File: src/rtl/core/bta_pkg.sv
// Shared types, constants and trit helpers for the balanced-ternary ALU.
package bta_pkg;

   // Default word geometry and fixed field widths.
   localparam int TRITS_DEF = 20;
   localparam int FRAC_DEF  = 8;
   localparam int WORD_W    = 40;
   localparam int INT_W     = 32;
   localparam int FUNC_W    = 3;

   // Two-bit trit codes; the spare code reads as zero.
   localparam logic [1:0] DIGIT_ZERO  = 2'b00;
   localparam logic [1:0] DIGIT_PLUS  = 2'b01;
   localparam logic [1:0] DIGIT_MINUS = 2'b10;

   // Operation selector.
   typedef enum logic [FUNC_W-1:0] {
      FUNC_ADD      = 3'd0,
      FUNC_SUB      = 3'd1,
      FUNC_NEG      = 3'd2,
      FUNC_MUL      = 3'd3,
      FUNC_FMUL     = 3'd4,
      FUNC_TO_INT   = 3'd5,
      FUNC_FROM_INT = 3'd6
   } func_type;

   // Sideband that travels with every pipeline stage.
   typedef struct packed {
      logic     valid;
      func_type func;
   } ctl_type;

   // Power of three, evaluated at elaboration.
   function automatic longint unsigned pow3(input int n);
      longint unsigned p;
      p = 1;
      for (int i = 0; i < n; i++) begin
         p = p * 3;
      end
      return p;
   endfunction

   // Signed value of one trit code.
   function automatic logic signed [1:0] digit_value(input logic [1:0] code);
      logic signed [1:0] v;
      case (code)
         DIGIT_PLUS:  v = 2'sb01;
         DIGIT_MINUS: v = 2'sb11;
         default:     v = 2'sb00;
      endcase
      return v;
   endfunction

endpackage

File: src/rtl/core/bta_conv.sv
// Pipelined conversion of a balanced binary value into packed trits, top trit first.
module bta_conv #(
   parameter int TRITS = bta_pkg::TRITS_DEF,
   parameter int VW    = 36
) (
   input  logic                             clock,
   input  logic                             reset,
   input  logic                             adv,
   input  bta_pkg::ctl_type                 in_ctl,
   input  logic signed [VW-1:0]             in_value,
   input  logic signed [bta_pkg::INT_W-1:0] in_int,
   output bta_pkg::ctl_type                 out_ctl,
   output logic [2*TRITS-1:0]               out_word,
   output logic signed [bta_pkg::INT_W-1:0] out_int
);

   localparam int TW = 2 * TRITS;

   bta_pkg::ctl_type                 ctl_ff  [TRITS];
   logic signed [VW-1:0]             val_ff  [TRITS];
   logic [TW-1:0]                    word_ff [TRITS];
   logic signed [bta_pkg::INT_W-1:0] int_ff  [TRITS];

   for (genvar s = 0; s < TRITS; s++) begin : g_stage
      localparam int K = TRITS - 1 - s;
      localparam logic signed [VW-1:0] POW_V  = VW'(bta_pkg::pow3(K));
      localparam logic signed [VW-1:0] HALF_V = VW'((bta_pkg::pow3(K) - 1) / 2);

      bta_pkg::ctl_type                 ctl_src;
      logic signed [VW-1:0]             val_src;
      logic [TW-1:0]                    word_src;
      logic signed [bta_pkg::INT_W-1:0] int_src;
      logic signed [VW-1:0]             val_in;
      logic [TW-1:0]                    word_in;

      if (s == 0) begin : g_first
         assign ctl_src  = in_ctl;
         assign val_src  = in_value;
         assign word_src = '0;
         assign int_src  = in_int;
      end else begin : g_next
         assign ctl_src  = ctl_ff[s-1];
         assign val_src  = val_ff[s-1];
         assign word_src = word_ff[s-1];
         assign int_src  = int_ff[s-1];
      end

      // Pick trit K greedily; the remainder always fits the lower trits.
      always_comb begin
         val_in  = val_src;
         word_in = word_src;
         if (val_src > HALF_V) begin
            val_in              = val_src - POW_V;
            word_in[2*K +: 2]   = bta_pkg::DIGIT_PLUS;
         end else if (val_src < -HALF_V) begin
            val_in              = val_src + POW_V;
            word_in[2*K +: 2]   = bta_pkg::DIGIT_MINUS;
         end
      end

      always_ff @(posedge clock) begin
         if (reset) begin
            ctl_ff[s].valid <= 1'b0;
         end else if (adv) begin
            ctl_ff[s] <= ctl_src;
         end
         if (adv) begin
            val_ff[s]  <= val_in;
            word_ff[s] <= word_in;
            int_ff[s]  <= int_src;
         end
      end
   end

   assign out_ctl  = ctl_ff[TRITS-1];
   assign out_word = word_ff[TRITS-1];
   assign out_int  = int_ff[TRITS-1];

endmodule

File: config.mk
export PLATFORM = sky130hd
export DESIGN_NAME = bta_conv
export DESIGN_NICKNAME = d
export VERILOG_FILES = /design/src/rtl/core/bta_pkg.sv /design/src/rtl/core/bta_conv.sv
export SDC_FILE = /design/constraint.sdc
export NUM_CORES = 2
export LEC_CHECK = 0
export ABC_CLOCK_PERIOD_IN_PS = 4800
export CELL_PAD_IN_SITES_DETAIL_PLACEMENT = 1
export CELL_PAD_IN_SITES_GLOBAL_PLACEMENT = 1
export CORE_MARGIN = 1
export CORE_UTILIZATION = 55
export CTS_BUF_LIST = sky130_fd_sc_hd__clkbuf_8
export CTS_CLUSTER_SIZE = 10
export DETAILED_ROUTE_END_ITERATION = 8
export DONT_BUFFER_PORTS = 1
export GPL_TIMING_DRIVEN = 0
export PLACE_DENSITY_LB_ADDON = 0.12
export REMOVE_ABC_BUFFERS = 1
export SYNTH_ARGS = -nofsm -noshare
export SYNTH_HDL_FRONTEND = slang
export SYNTH_SLANG_ARGS = --single-unit
File: constraint.sdc
create_clock -name clock -period 4.8 [get_ports clock]
set_clock_uncertainty 0.1 [all_clocks]
set_input_delay 1.2 -clock clock [delete_from_list [all_inputs] [get_ports clock]]
set_output_delay 1.2 -clock clock [all_outputs]
set_load 0.02 [all_outputs]
Word-level counts from Yosys, hierarchy flattened --
Memories as Yosys holds them, arrays and structs flattened. Index checks and enable logic that the tools add are counted.
Cells by class: add/subtract/negate cells 40, multiply operators 0, divide/modulo/power cells 0, order comparisons 40, eq/ne operators 0, shift operators 0, multiplexer cells 106, bitwise logic cells 20, reduce and logical (&&, ||, !) cells 0
Operator list (number):
- 2-to-1 mux 36 bit | 40
- 2-to-1 mux 2 bit | 40
- less-than comparator 36 x 1 -> 1 bit, second input constant | 2
- adder 36 x 11 -> 36 bit, second input constant | 1
- adder 36 x 13 -> 36 bit, second input constant | 1
- adder 36 x 14 -> 36 bit, second input constant | 1
- adder 36 x 16 -> 36 bit, second input constant | 1
- adder 36 x 17 -> 36 bit, second input constant | 1
- adder 36 x 19 -> 36 bit, second input constant | 1
- adder 36 x 2 -> 36 bit, second input constant | 1
- adder 36 x 21 -> 36 bit, second input constant | 1
- adder 36 x 22 -> 36 bit, second input constant | 1
- adder 36 x 24 -> 36 bit, second input constant | 1
- adder 36 x 25 -> 36 bit, second input constant | 1
- adder 36 x 27 -> 36 bit, second input constant | 1
- adder 36 x 28 -> 36 bit, second input constant | 1
- adder 36 x 3 -> 36 bit, second input constant | 1
- adder 36 x 30 -> 36 bit, second input constant | 1
- adder 36 x 32 -> 36 bit, second input constant | 1
- adder 36 x 5 -> 36 bit, second input constant | 1
- adder 36 x 6 -> 36 bit, second input constant | 1
- adder 36 x 8 -> 36 bit, second input constant | 1
- adder 36 x 9 -> 36 bit, second input constant | 1
- greater-than comparator 36 x 1 -> 1 bit, second input constant | 1
- 59 further kinds | 103
Storage, ports and cells: flip-flop bits (word level) 0, latch bits 0, RAM bits 2240, memory bits (read-only) 0, input bits 75, output and inout port bits 76, memories 4
Memory list:
- word_ff | words 20, bits a word 40, rd ports 20, clocked after memory_dff 0, write ports 20, line bta_conv.sv:21 | logic [TW-1:0] word_ff [TRITS];
- val_ff | words 20, bits a word 36, rd ports 19, clocked after memory_dff 0, write ports 20, line bta_conv.sv:20 | logic signed [VW-1:0] val_ff [TRITS];
- int_ff | words 20, bits a word 32, rd ports 20, clocked after memory_dff 0, write ports 20, line bta_conv.sv:22 | logic signed [bta_pkg::INT_W-1:0] int_ff [TRITS];
- ctl_ff | words 20, bits a word 4, rd ports 20, clocked after memory_dff 0, write ports 20, line bta_conv.sv:19 | bta_pkg::ctl_type ctl_ff [TRITS];

Longest topological paths before layout --
depth in word-level cells 4, mapped depth 12, depth with buffers taken out 10

Worst setup path after synthesis --
Ideal clock, no wire load.
path kind input port to flip-flop, start point input port in_value[16], end point memory val_ff[0][6], data pin, arrival 3.708 ns, path slack 0.726 ns, cell stages on the path 11, buffers on the path 3, cells stage by stage clkbuf_1 -> nor4bb_1 -> nand3_1 -> o31a_1 -> a221o_1 -> a21o_1 -> inv_1 -> clkbuf_1 -> clkbuf_1 -> a21oi_1 -> xnor2_1
RTL lines:
- start: declaration | line bta_conv.sv:10 | input logic signed [VW-1:0] in_value,
- end: declaration | line bta_conv.sv:20

==> flow_summary_export.csv <==
group,metric,value,unit
status,status,"finished clean",
critical_path,cp_max_fo,17,
die,core_region_area,150000,sq um
global_route,grt_pass1_wl,307000,um
hold_path,hp-class,"input port to flip-flop",
route,dr_total_vias,53500,
critical_path,cp_top_family,"simple AND/OR/NAND/NOR gates",
critical_path,end_kind,"flip-flop",
route,drc,0,
critical_path,slowest_delay,0.75,ns
cells_and_area,layout-drive-gt1-share,7.55,%
timing,fmax,0.217,GHz
yosys,synth_enable_flop_cells,1824,
critical_path,cp_slowest_cell,"or4b_2",
route,ant_nets,0,
critical_path,critPathLaunchType,"flip-flop",
timing,grt_setup_unrepaired,"false",
clocking,clkSinkCount,1824,
timing,finalCritPeriodShare,96.0,%
clocking,cts_buffers,315,
cells_and_area,regArea,54800,sq um
placed_design,portBuffers,0,
clocking,post_cts_buffers,0,
cells_and_area,fin_nets,6552,
timing,hold_slack,0.198,ns
die,die_area,153000,sq um
yosys,ys_seq_area_share,65.9,%
global_route,antenna_found_initial,4,
clocking,cts_tree,"done",
placed_design,hpwl,131000,um
flow_run,maxCapViolCount,0,
critical_path,path_cells,"and4_1 -> nand4_1 -> or4b_2 -> o21ai_1 -> clkinv_1 -> nand4_1 -> o32ai_1 -> xor2_1",
yosys,synth_ff_type,"edfxtp_1",
die,start_util,55.5,%
critical_path,crit_arrival,5.17,ns
pwr,powerDensity,451,nW/um^2
yosys,async_reset_ff_share,0,%
clocking,root_buffer,"clkbuf_8",
cells_and_area,final_common_cell,"edfxtp_1",
clocking,clockBufferDepth,4,
global_route,track_usage,25.2,%
timing,relSlewSlack,18.6,%
route,wl_per_cell,22.5,um
global_route,grt.overflow.total,0,
yosys,syn_area,83200,sq um
yosys,synth-seq-cells,1824,
cells_and_area,postLayoutCoreUtil,60.2,%
route,avgViaCountPerCell,6.18,
cells_and_area,final_cell_mix,"1824 x edfxtp_1, 404 x nand2_1, 379 x nor2_1, 355 x xnor2_1, 324 x clkbuf_8",
route,drt_iter0_drc,4052,
pwr,p_leak,30.3,nW
clocking,htree_levels,5,
placed_design,gp_congestion,0.881,
global_route,grt_max_degree,229,
clocking,cts.clk_slew.worst_paths,0.07,ns
critical_path,crit_type,"flip-flop to flip-flop",
timing,setup_slack,0.191,ns
critical_path,worstPathRequired,5.36,ns
die,num_rows,142,
die,die_height,391,um
route,routed_wirelength,195000,um
critical_path,regToRegSetupSlack,0.19,ns
critical_path,crit_buf_inv,1,
cells_and_area,n_fill_cell,14700,
placed_design,post-place-ws,-2.00,ns
timing,setup_viol,0,
timing,min_period,4.61,ns
clocking,clk_latency,1.00,ns
die,io_pins,151,
cells_and_area,multi_input_comb_area,26500,sq um
route,drt_first_pass_iters,6,
yosys,synth_warnings,0,
global_route,grt_pass1_vias,54800,
pwr,p_total,40.7,mW
timing,slew_violations,0,
timing,final_hold_viol_count,0,
yosys,avgSynthCellArea,12.9,sq um
yosys,synthCells,6427,
timing,tightest_slew,1.22,ns
yosys,yosysUniqueCellTypes,89,
pwr,ir_drop,0.000525,V
critical_path,crit_top_cell,"nand4_1",
cells_and_area,syn_to_final_growth,8.58,%
die,die_w,391,um
timing repair:
item	in CTS	in global routing
gates cloned	3	1
gates resized for setup	0	2
setup endpoints to repair	100	49
hold buffers	0	0
final timing paths:
path                               startpoint             to  cells after the start
worst max register to register  val_ff[8][21]  val_ff[9][30]                      8
worst min register to register  int_ff[1][23]  int_ff[1][55]                      0
worst max-delay path            val_ff[8][21]  val_ff[9][30]                      8
worst min-delay path                in_int[1]   int_ff[0][1]                      0
routing by layer:
layer	wire length [um]	global-route usage (%)	share of wire [%]
met2	96800	42.7	50
met4	5710	8.88	2.9
met1	83600	33.1	43
met5	13	0	0.0067
met3	8910	4.02	4.6
sequential cells by signal, summed over array words and instances (netlist names):
register  count
val_ff      684
int_ff      640
word_ff     420
ctl_ff       80
power by group:
| part | total (mW) | leakage, nW | internal [mW] | switching [mW] |
|---|---|---|---|---|
| Clock | 12.6 | 3.15 | 6.55 | 6.01 |
| Combinational | 5.74 | 9.33 | 2.27 | 3.47 |
| Sequential | 22.4 | 17.8 | 19.8 | 2.57 |
| Total | 40.7 | 30.3 | 28.7 | 12.0 |
cells in the mapped netlist, types with 89 or more instances:
cell type | number | area, sq um
and3_1 | 89 | 557
nor4_1 | 122 | 763
nand2_1 | 404 | 1520
or3_1 | 94 | 588
nor2_1 | 379 | 1420
edfxtp_1 | 1824 | 54800
nand3_1 | 201 | 1010
inv_1 | 160 | 601
clkbuf_1 | 307 | 1150
a31oi_1 | 117 | 732
o21ai_0 | 222 | 1110
nand4_1 | 126 | 788
o22ai_1 | 115 | 719
a21oi_1 | 219 | 1100
xor2_1 | 284 | 2490
xnor2_1 | 355 | 3110
nor3_1 | 197 | 986
final cells by class:
cell class | count | share of cell area [%]
clock buffer | 324 | 4.94
inverter | 177 | 0.736
multi-input combinational | 4084 | 29.3
timing repair buffer | 18 | 0.421
tap | 2016 | 2.79
clock inverter | 205 | 1.14
sequential | 1824 | 60.7
antenna | 6 | 0.0166
per-stage QoR:
step	area, sq um	instances	TNS (ns)
floorplan	81800	6084	-7.53
global placement	84400	8100	-188.20
detailed placement	84700	8114	-379.77
CTS	90200	8646	0
global route	90300	8649	0
finish	90300	8654	0
kinds of logic after synthesis:
logic type / synth area share [%]
and+or+nand+nor: 13.0
AOI/OAI and AO/OA: 11.1
adders and majority gates: 0.857
muxes: 0.108
DFF: 65.9
xor gates and xnor gates: 6.73
buffers and inverters: 2.40
Power figures use the tool's default switching activity.
